$ cat config.mk
export PLATFORM = sky130hd
export DESIGN_NAME = sprite_pixel_blend
export DESIGN_NICKNAME = d
export VERILOG_FILES = /design/src/sv/sbl_pkg.sv /design/src/sv/sbl_front.sv /design/src/sv/sbl_mult.sv /design/src/sv/sbl_mix.sv /design/src/sv/sprite_pixel_blend.sv
export SDC_FILE = /design/constraint.sdc
export NUM_CORES = 2
export LEC_CHECK = 0
export ABC_AREA = 1
export BUFFER_PORTS_ARGS = -buffer_cell sky130_fd_sc_hd__buf_4
export CAP_MARGIN = 25
export CORE_ASPECT_RATIO = 1.4
export CORE_MARGIN = 1
export CORE_UTILIZATION = 71
export CTS_CLUSTER_SIZE = 40
export DETAILED_ROUTE_END_ITERATION = 16
export HOLD_SLACK_MARGIN = 0.1
export PLACE_DENSITY = 0.89
export RECOVER_POWER = 50
export REMOVE_ABC_BUFFERS = 1
export SLEW_MARGIN = 40
export SYNTH_ARGS = -nofsm -noshare
export SYNTH_HDL_FRONTEND = slang
export SYNTH_SLANG_ARGS = --single-unit
$ cat constraint.sdc
create_clock -name clk -period 12.64 [get_ports clk]
set_clock_uncertainty 0.05 [all_clocks]
set_input_delay 1.264 -clock clk [delete_from_list [all_inputs] [get_ports clk]]
set_output_delay 1.264 -clock clk [all_outputs]
set_load 0.02 [all_outputs]
$ cat src/sv/sbl_pkg.sv
// Shared types, register indexes and operation codes for the sprite pixel blend unit.
package sbl_pkg;

	localparam int NCH = 3;

	localparam logic [1:0] MODE_NORMAL = 2'd0;
	localparam logic [1:0] MODE_ADD    = 2'd1;
	localparam logic [1:0] MODE_SUB    = 2'd2;
	localparam logic [1:0] MODE_MUL    = 2'd3;

	localparam logic [1:0] KIND_OPAQUE = 2'd0;
	localparam logic [1:0] KIND_BINARY = 2'd1;
	localparam logic [1:0] KIND_FULL   = 2'd2;

	localparam logic [1:0] REG_BLEND_MODE = 2'd0;
	localparam logic [1:0] REG_ALPHA_KIND = 2'd1;
	localparam logic [1:0] REG_COLOR_MOD  = 2'd2;

	localparam logic [31:0] MOD_WHITE = 32'hffff_ffff;
	localparam logic [7:0]  CH_MAX    = 8'hff;

	localparam logic [2:0] OP_NORM  = 3'd0;
	localparam logic [2:0] OP_ADD   = 3'd1;
	localparam logic [2:0] OP_SUB   = 3'd2;
	localparam logic [2:0] OP_MUL   = 3'd3;
	localparam logic [2:0] OP_COPY  = 3'd4;
	localparam logic [2:0] OP_BCOPY = 3'd5;

	// alpha in the lowest byte, blue in the highest
	typedef struct packed {
		logic [7:0] b;
		logic [7:0] g;
		logic [7:0] r;
		logic [7:0] a;
	} pix_t;

	// index 0 red, 1 green, 2 blue
	typedef logic [NCH-1:0][7:0] chan_t;

	typedef struct packed {
		logic [2:0]            op;
		logic                  ina_nz;
		logic                  sa_nz;
		logic [7:0]            ina;
		pix_t                  src;
		pix_t                  dst;
		logic [NCH-1:0][15:0]  sm;
		logic [NCH-1:0][15:0]  dsa;
		logic [NCH-1:0]        m255;
	} s1_t;

	typedef struct packed {
		logic [2:0]            op;
		logic                  ina_nz;
		logic                  sa_nz;
		pix_t                  src;
		pix_t                  dst;
		logic [NCH-1:0][31:0]  prod;
		logic [NCH-1:0][15:0]  dn;
	} s2_t;

	function automatic chan_t rgb(input pix_t p);
		rgb = {p.b, p.g, p.r};
	endfunction

endpackage

$ cat src/sv/sbl_front.sv
// First stage: operation decode, modulated alpha and the first per-channel products.
module sbl_front import sbl_pkg::*; (
	input  logic        clk,
	input  logic        arst_n,
	input  logic        en,
	input  logic        in_valid,
	input  pix_t        src,
	input  pix_t        dst,
	input  logic [1:0]  mode,
	input  logic [1:0]  kind,
	input  logic [31:0] modulator,
	output logic        valid_s1,
	output s1_t         stage_s1
);

	chan_t       mc;
	chan_t       sc;
	chan_t       dc;
	logic [15:0] ina_full;
	logic        white;
	s1_t         nxt;

	assign mc       = {modulator[15:8], modulator[23:16], modulator[31:24]};
	assign sc       = rgb(src);
	assign dc       = rgb(dst);
	assign ina_full = src.a * modulator[7:0];
	assign white    = (modulator == MOD_WHITE);

	always_comb begin
		nxt        = '0;
		nxt.ina    = ina_full[15:8];
		nxt.ina_nz = (ina_full[15:8] != 8'd0);
		nxt.sa_nz  = (src.a != 8'd0);
		nxt.src    = src;
		nxt.dst    = dst;
		priority if (white && mode == MODE_NORMAL && kind == KIND_OPAQUE) begin
			nxt.op = OP_COPY;
		end else if (white && mode == MODE_NORMAL && kind == KIND_BINARY) begin
			nxt.op = OP_BCOPY;
		end else if (mode == MODE_ADD) begin
			nxt.op = OP_ADD;
		end else if (mode == MODE_SUB) begin
			nxt.op = OP_SUB;
		end else if (mode == MODE_MUL) begin
			nxt.op = OP_MUL;
		end else begin
			nxt.op = OP_NORM;
		end
		for (int i = 0; i < NCH; i++) begin
			nxt.sm[i]   = sc[i] * mc[i];
			nxt.dsa[i]  = dc[i] * src.a;
			nxt.m255[i] = (mc[i] == CH_MAX);
		end
	end

	always_ff @(posedge clk or negedge arst_n) begin
		if (!arst_n) begin
			valid_s1 <= 1'b0;
		end else if (en) begin
			valid_s1 <= in_valid;
		end
	end

	always_ff @(posedge clk) begin
		if (en) begin
			stage_s1 <= nxt;
		end
	end

endmodule

$ cat src/sv/sbl_mult.sv
// Second stage: the wide per-channel product and the destination weight product.
module sbl_mult import sbl_pkg::*; (
	input  logic clk,
	input  logic arst_n,
	input  logic en,
	input  logic valid_s1,
	input  s1_t  stage_s1,
	output logic valid_s2,
	output s2_t  stage_s2
);

	chan_t                sc;
	chan_t                dc;
	logic [NCH-1:0][15:0] fa;
	logic [NCH-1:0][15:0] fb;
	logic [7:0]           inv_ina;
	s2_t                  nxt;

	assign sc      = rgb(stage_s1.src);
	assign dc      = rgb(stage_s1.dst);
	assign inv_ina = CH_MAX - stage_s1.ina;

	// outside normal mode, a modulator byte of 255 takes the unmodulated formula: s<<8 stands in for s*m
	always_comb begin
		nxt        = '0;
		nxt.op     = stage_s1.op;
		nxt.ina_nz = stage_s1.ina_nz;
		nxt.sa_nz  = stage_s1.sa_nz;
		nxt.src    = stage_s1.src;
		nxt.dst    = stage_s1.dst;
		for (int i = 0; i < NCH; i++) begin
			fa[i] = (stage_s1.op != OP_NORM && stage_s1.m255[i]) ? {sc[i], 8'h00}
				: stage_s1.sm[i];
			fb[i] = (stage_s1.op == OP_SUB) ? stage_s1.dsa[i] : {8'h00, stage_s1.ina};
			nxt.prod[i] = fa[i] * fb[i];
			nxt.dn[i]   = dc[i] * inv_ina;
		end
	end

	always_ff @(posedge clk or negedge arst_n) begin
		if (!arst_n) begin
			valid_s2 <= 1'b0;
		end else if (en) begin
			valid_s2 <= valid_s1;
		end
	end

	always_ff @(posedge clk) begin
		if (en) begin
			stage_s2 <= nxt;
		end
	end

endmodule

$ cat src/sv/sbl_mix.sv
// Third stage: per-mode combine, saturation, gating and the result register.
module sbl_mix import sbl_pkg::*; (
	input  logic clk,
	input  logic arst_n,
	input  logic en,
	input  logic valid_s2,
	input  s2_t  stage_s2,
	output logic valid_s3,
	output pix_t out_s3
);

	chan_t                sc;
	chan_t                dc;
	chan_t                t;
	chan_t                res;
	logic [NCH-1:0][8:0]  sum;
	logic [NCH-1:0][15:0] dt;
	logic [7:0]           res_a;
	pix_t                 nxt;

	assign sc = rgb(stage_s2.src);
	assign dc = rgb(stage_s2.dst);

	always_comb begin
		for (int i = 0; i < NCH; i++) begin
			t[i]   = (stage_s2.op == OP_SUB) ? stage_s2.prod[i][31:24]
				: stage_s2.prod[i][23:16];
			sum[i] = {1'b0, dc[i]} + {1'b0, t[i]};
			dt[i]  = dc[i] * t[i];
			unique case (stage_s2.op)
				OP_COPY:  res[i] = sc[i];
				OP_BCOPY: res[i] = stage_s2.sa_nz ? sc[i] : dc[i];
				OP_ADD: begin
					if (!stage_s2.ina_nz) res[i] = dc[i];
					else if (sum[i][8]) res[i] = CH_MAX;
					else res[i] = sum[i][7:0];
				end
				OP_SUB:   res[i] = (t[i] > dc[i]) ? 8'd0 : dc[i] - t[i];
				OP_MUL:   res[i] = stage_s2.ina_nz ? dt[i][15:8] : dc[i];
				OP_NORM:  res[i] = stage_s2.ina_nz ? stage_s2.dn[i][15:8] + t[i] : dc[i];
				default:  res[i] = dc[i];
			endcase
		end
		unique case (stage_s2.op)
			OP_COPY:  res_a = CH_MAX;
			OP_BCOPY: res_a = stage_s2.sa_nz ? CH_MAX : stage_s2.dst.a;
			OP_SUB:   res_a = CH_MAX;
			OP_NORM:  res_a = stage_s2.ina_nz ? CH_MAX : stage_s2.dst.a;
			default:  res_a = stage_s2.dst.a;
		endcase
		nxt.a = res_a;
		nxt.r = res[0];
		nxt.g = res[1];
		nxt.b = res[2];
	end

	always_ff @(posedge clk or negedge arst_n) begin
		if (!arst_n) begin
			valid_s3 <= 1'b0;
		end else if (en) begin
			valid_s3 <= valid_s2;
		end
	end

	always_ff @(posedge clk) begin
		if (en) begin
			out_s3 <= nxt;
		end
	end

endmodule

$ cat src/sv/sprite_pixel_blend.sv
// Top level of the sprite pixel blend unit: configuration registers and three-stage pipeline.
//
//  channel   | direction | payload
//  s_axis    | in        | tdata 64b: src a,r,g,b then dst a,r,g,b (byte each, low first)
//  m_axis    | out       | tdata 32b: new a,r,g,b (byte each, low first)
//  cfg       | in        | cfg_we, cfg_index 2b, cfg_data 32b, write only
//
// One pixel per clock while the sink is ready; the result is registered in each stage.
// Stage one decodes and forms s*m, d*sa and the modulated alpha, stage two
// forms the wide product, stage three combines and saturates into the output.
// Each stage advances when it is empty or the next one advances, so bubbles
// close up under back-pressure and nothing is dropped or repeated.
// Reset clears valid bits and loads the default configuration.
module sprite_pixel_blend import sbl_pkg::*; (
	input  logic        clk,
	input  logic        arst_n,
	input  logic        s_axis_tvalid,
	output logic        s_axis_tready,
	input  logic [63:0] s_axis_tdata,  // src_alpha, src_red, src_green, src_blue,
	                                   // dst_alpha, dst_red, dst_green, dst_blue
	output logic        m_axis_tvalid,
	input  logic        m_axis_tready,
	output logic [31:0] m_axis_tdata,  // new_alpha, new_red, new_green, new_blue
	input  logic        cfg_we,
	input  logic [1:0]  cfg_index,
	input  logic [31:0] cfg_data
);

	logic [1:0]  mode_q;
	logic [1:0]  kind_q;
	logic [31:0] mod_q;

	logic en1;
	logic en2;
	logic en3;
	logic valid_s1;
	logic valid_s2;
	logic valid_s3;
	s1_t  stage_s1;
	s2_t  stage_s2;
	pix_t out_s3;
	pix_t src;
	pix_t dst;

	always_ff @(posedge clk or negedge arst_n) begin
		if (!arst_n) begin
			mode_q <= MODE_NORMAL;
			kind_q <= KIND_FULL;
			mod_q  <= MOD_WHITE;
		end else if (cfg_we) begin
			unique case (cfg_index)
				REG_BLEND_MODE: mode_q <= cfg_data[1:0];
				REG_ALPHA_KIND: kind_q <= cfg_data[1:0];
				REG_COLOR_MOD:  mod_q  <= cfg_data;
				default: ;
			endcase
		end
	end

	// advance a stage when it is empty or its successor advances
	assign en3 = !valid_s3 || m_axis_tready;
	assign en2 = !valid_s2 || en3;
	assign en1 = !valid_s1 || en2;

	assign s_axis_tready = en1;
	assign src           = s_axis_tdata[31:0];
	assign dst           = s_axis_tdata[63:32];

	sbl_front u_front (
		.clk       (clk),
		.arst_n    (arst_n),
		.en        (en1),
		.in_valid  (s_axis_tvalid),
		.src       (src),
		.dst       (dst),
		.mode      (mode_q),
		.kind      (kind_q),
		.modulator (mod_q),
		.valid_s1  (valid_s1),
		.stage_s1  (stage_s1)
	);

	sbl_mult u_mult (
		.clk      (clk),
		.arst_n   (arst_n),
		.en       (en2),
		.valid_s1 (valid_s1),
		.stage_s1 (stage_s1),
		.valid_s2 (valid_s2),
		.stage_s2 (stage_s2)
	);

	sbl_mix u_mix (
		.clk      (clk),
		.arst_n   (arst_n),
		.en       (en3),
		.valid_s2 (valid_s2),
		.stage_s2 (stage_s2),
		.valid_s3 (valid_s3),
		.out_s3   (out_s3)
	);

	assign m_axis_tvalid = valid_s3;
	assign m_axis_tdata  = out_s3;

endmodule

Word level (Yosys, flattened, before mapping)

Index checks and enable logic that the tools add are counted.

Bits in registers: 444
Input port bits: 103
Output and inout bits: 34
Word-level logic and storage cells: 153

Add/subtract/negate cells: 10
$mul: 16
$lt $le $gt $ge: 3
Equal/unequal tests: 16
Muxes and demuxes: 37
Reduce and logical (&&, ||, !) cells: 25

Operators with widths:

| cell                   | number |
|---|---|
| $mul A8 B8 Y16         | 13 |
| $mux W8                | 23 |
| $pmux W8 S6            | 3 |
| $mul A16 B16 Y32       | 3 |
| $mux W16               | 6 |
| $eq A32 B32 Y1 const B | 1 |
| $add A8 B8 Y9          | 3 |
| $add A8 B8 Y8          | 3 |
| $eq A8 B8 Y1 const B   | 3 |
| $gt A8 B8 Y1           | 3 |
| $pmux W8 S3            | 1 |
| $sub A8 B8 Y8          | 3 |
| $reduce_bool A8 Y1     | 2 |
| $eq A3 B2 Y1 const B   | 3 |
| $sub A8 B8 Y8 const A  | 1 |
| $eq A2 B1 Y1 const B   | 3 |
| $eq A2 B2 Y1 const B   | 3 |
| $eq A3 B3 Y1 const B   | 2 |
| $logic_and A1 B1 Y1    | 6 |
| $logic_not A2 Y1       | 3 |
| $mux W3                | 2 |
| $reduce_and A2 Y1      | 3 |
| $reduce_or A2 Y1       | 2 |
| $eq A3 B1 Y1 const B   | 1 |
| 7 further kinds        | 11 |

Longest topological paths before layout

Depth in word-level cells: 6
Mapped depth: 32
Gate-level depth less buffers: 29

Cells and area by module

A second synthesis with hierarchy kept.

Cell total of the unflattened synthesis: 9295
Area, all modules: 75426.1 um^2

By module, submodules not included:

| module             | times used | cells an instance | area each (um^2) | sequential area each (um^2) |
|---|---|---|---|---|
| sbl_mult           | 1          | 4945              | 40755.3          | 6421.2 |
| sbl_front          | 1          | 2398              | 20751.2          | 5310.1 |
| sbl_mix            | 1          | 1784              | 12071.6          | 985.9 |
| sprite_pixel_blend | 1          | 168               | 1848.0           | 942.2 |

Least setup slack after synthesis

Ideal clock, no wire load.

Path kind: in2out
Start point: in m_axis_tready
End point: out s_axis_tready
Arrival time: 5.864 ns
Setup slack: 5.462 ns
Stages on the path: 4
Path buffers: 0
Path through: inv_1 nand2_1 nor2_1 nand2_1

Word-level cells in the longest chain between the ends: 3

Ends and longest elaborated chain:

| item               | line                     | source |
|---|---|---|
| start, declared    | sprite_pixel_blend.sv:22 | `input logic m_axis_tready,` |
| $logic_or A1 B1 Y1 | sprite_pixel_blend.sv:61 | `assign en3 = !valid_s3 \|\| m_axis_tready;` |
| net en3            | sprite_pixel_blend.sv:35 | `logic en3;` |
| $logic_or A1 B1 Y1 | sprite_pixel_blend.sv:62 | `assign en2 = !valid_s2 \|\| en3;` |
| $logic_or A1 B1 Y1 | sprite_pixel_blend.sv:63 | `assign en1 = !valid_s1 \|\| en2;` |
| end, declared      | sprite_pixel_blend.sv:18 | `output logic s_axis_tready,` |

The timed path passes the listed nets, and every way through them passes these cells.

==> impl_metrics.csv <==
group,metric,value,unit
run_status,status,"finished with violations",
run_status,violations,"capacitance limit, slew limit",
yosys,ys_seq_area_share,16.0,%
hold_path,hp-start,"u_front.stage_s1[103]$_DFFE_PP_",
worst_setup_path,cpMaxStageDelayCell,"inv_1",
clocking,cts_made_buffers,42,
yosys,synth.avg_cell_area,8.21,sq um
worst_setup_path,crit_path_frequent_cell,"inv_1",
die,die_y,370,microns
sta,slew_headroom,-177,%
place,dpl.hpwl,161,mm
sta,hold_viol_final,0,
final_layout,nFillCells,7076,
worst_setup_path,cp-end-kind,"register",
place,portBuffers,136,
place,pre_cts_ws,4950,ps
clocking,cts_max_level,2,
die,num_rows,134,
clocking,cts_tree,"done",
yosys,synth_edf_count,333,
drt,drc_errors,0,
die,die_w,265,microns
worst_setup_path,regToRegSetupSlack,4690,ps
clocking,cts_setup_buffers,0,
sta,setup_slack,4690,ps
clocking,clk-insertion-delay-late,630,ps
yosys,synth_cells,8361,
die,io_pins,137,
die,initial_core_util,71.9,%
clocking,root_buffer,"clkbuf_16",
yosys,yosysWarningCount,0,
die,die_area,98000,sq um
sta,setup_viol,0,
sta,hold_slack,375,ps
sta,fin_crit_sh,62.9,%
worst_setup_path,critPathMaxStageDelay,620,ps
sta,worst_pin_slew,4130,ps
drt,drt_iter0_drc,4759,
global_routing,grt_overflow_total,0,
worst_setup_path,required,12970,ps
sta,setup_tns,0,ps
yosys,synth_area,68700,sq um
yosys,ys_ff_latch,372,
clocking,clockBufferDepth,3,
drt,antenna_left,0,
global_routing,track_usage,41.6,%
final_layout,fin_nets,10314,
global_routing,grt_max_degree,76,
global_routing,grt_pass1_wl,315,mm
yosys,yosysUniqueCellTypes,68,
hold_path,hold_class,"reg -> reg",
global_routing,grt_pass1_vias,60957,
drt,wire_per_inst,20.8,microns
clocking,path_clk_slew,60,ps
worst_setup_path,critPathLaunch,"u_front.stage_s1[170]$_DFFE_PP_",
worst_setup_path,worst-path-max-fanout,18,
drt,vias,57275,
global_routing,antenna_found_initial,21,
clocking,cts_hold_buffers,0,
drt,drt_pass1_iterations,8,
drt,routed_via_density,5.96,
yosys,synth_ff_type,"edfxtp_1",
sta,final_max_slew_viol_count,286,
worst_setup_path,criticalPathCategory,"reg -> reg",
sta,fmax,126,MHz
final_layout,area_growth,4.41,%
worst_setup_path,cp.arrival,8280,ps
sta,final.min_clock_period,7950,ps
sta,rsz0062_at_grt,"no",
place,gp_congestion,1.06,
drt,wirelength,200,mm
worst_setup_path,rr_startpoint,"u_front.stage_s1[170]$_DFFE_PP_",
yosys,async_flop_share,10.5,%
die,core,95600,sq um
clocking,cts_resized,0,
final_layout,drive_gt1_share,4.02,%
worst_setup_path,startpoint_type,"register",
run,max_cap_viol_count,7,
clocking,cts_sinks,372,
per-stage QoR:
stage / instance area, sq um / utilization, % / cells
3_5_place_dp: 70600 / 73.9 / 9523
2_1_floorplan: 67600 / - / 8117
4_1_cts: 72000 / 75.4 / 9601
6_report: 71700 / 75.0 / 9613
5_1_grt: 71700 / 75.0 / 9608
3_3_place_gp: 70600 / 73.8 / 9523
cell families after synthesis:
kind of cell               after synthesis  share of synthesized area (%)
DFF                                    372                           16.0
and+or+nand+nor                       2915                           16.9
adders and majority gates             1868                           45.5
AOI/OAI and AO/OA                      725                           6.07
muxes                                   31                          0.508
xor gates and xnor gates               191                           2.45
buffers and inverters                 2259                           12.5
layer usage:
layer / part of all wire (%) / track usage (%) / up-vias / routed length, microns
li1: - / - / 25348 / -
met1: 34 / 46.6 / 27768 / 68700
met2: 49 / 71.8 / 3173 / 97100
met3: 9.6 / 8.86 / 968 / 19300
met4: 7.5 / 27.2 / 18 / 14900
met5: 0.069 / 0 / - / 138
final timing paths:
kind,endpoint,cells past startpoint
max,u_mult.stage_s2[139]$_DFFE_PP_,25
min,u_mult.stage_s2[148]$_DFFE_PP_,0
max reg2reg,u_mult.stage_s2[139]$_DFFE_PP_,25
min reg2reg,u_mult.stage_s2[148]$_DFFE_PP_,0
max in group asynchronous,u_mix.valid_s3$_DFFE_PN0P_,1
min in group asynchronous,kind_q[0]$_DFFE_PN0P_,1
worst max-delay path, delay by kind of cell (launching register included):
| kind | cells | cell delay, ps |
|---|---|---|
| and+or+nand+nor | 5 | 970 |
| DFF | 1 | 530 |
| adders and majority gates | 7 | 3320 |
| buffers and inverters | 8 | 1530 |
| AOI/OAI and AO/OA | 5 | 1290 |
layout make-up:
type / instances / area [sq um] / share of cell area [%]
Sequential cell: 372 / 11000 / 15.4
Antenna cell: 12 / 30.0 / 0.0419
Timing Repair Buffer: 182 / 1050 / 1.47
Multi-Input combinational cell: 5730 / 49100 / 68.5
Clock inverter: 27 / 274 / 0.382
Inverter: 2015 / 7570 / 10.6
Tap cell: 1224 / 1530 / 2.14
Clock buffer: 51 / 1130 / 1.57
cells in the mapped netlist (8+ instances only):
| cell | n | share of area, % |
|---|---|---|
| a211oi_1 | 18 | 0.20 |
| a21o_1 | 13 | 0.14 |
| a21oi_1 | 333 | 2.4 |
| a31oi_1 | 19 | 0.17 |
| buf_1 | 9 | 0.049 |
| buf_2 | 44 | 0.32 |
| clkbuf_1 | 166 | 0.91 |
| clkbuf_2 | 18 | 0.13 |
| clkinv_1 | 26 | 0.14 |
| dfstp_2 | 33 | 1.3 |
| edfxtp_1 | 333 | 15 |
| fa_1 | 1049 | 31 |
| ha_1 | 819 | 15 |
| inv_1 | 1969 | 11 |
| inv_2 | 19 | 0.10 |
| mux2_2 | 31 | 0.51 |
| nand2_1 | 1776 | 9.7 |
| nand2_2 | 16 | 0.15 |
| nand3_1 | 186 | 1.4 |
| nand4_1 | 50 | 0.46 |
| nor2_1 | 777 | 4.2 |
| nor3_1 | 55 | 0.40 |
| nor4_1 | 14 | 0.13 |
| o211ai_1 | 10 | 0.11 |
| o21a_1 | 23 | 0.25 |
| o21ai_0 | 200 | 1.5 |
| o21ai_1 | 22 | 0.16 |
| o21ai_2 | 24 | 0.31 |
| o21bai_1 | 10 | 0.11 |
| o31ai_1 | 8 | 0.087 |
| or2_2 | 16 | 0.15 |
| xnor2_1 | 61 | 0.78 |
| xor2_1 | 129 | 1.6 |
registers in the layout, summed over array words and instances (netlist names):
| signal | cells |
|---|---|
| u_mix.valid_s3 | 1 |
| u_mult.stage_s2 | 133 |
| u_front.valid_s1 | 1 |
| mode_q | 2 |
| mod_q | 32 |
| u_mult.valid_s2 | 1 |
| u_mix.out_s3 | 32 |
| u_front.stage_s1 | 168 |
| kind_q | 2 |
cells in the final DEF, fill, tap and decap left out, types with 31 or more instances in the layout:
master,instances
xor2_1,129
nand3_1,186
clkbuf_1,93
clkbuf_16,44
nand2_1,1776
nand4_1,50
a21oi_1,332
edfxtp_1,333
mux2_2,31
o21ai_0,190
buf_4,85
nor3_1,55
xnor2_1,61
inv_1,1968
fa_1,1049
nor2_1,777
ha_1,819
Power is not shown: default switching activity piles up to over one toggle a cycle in this logic, so the estimate is an artifact.
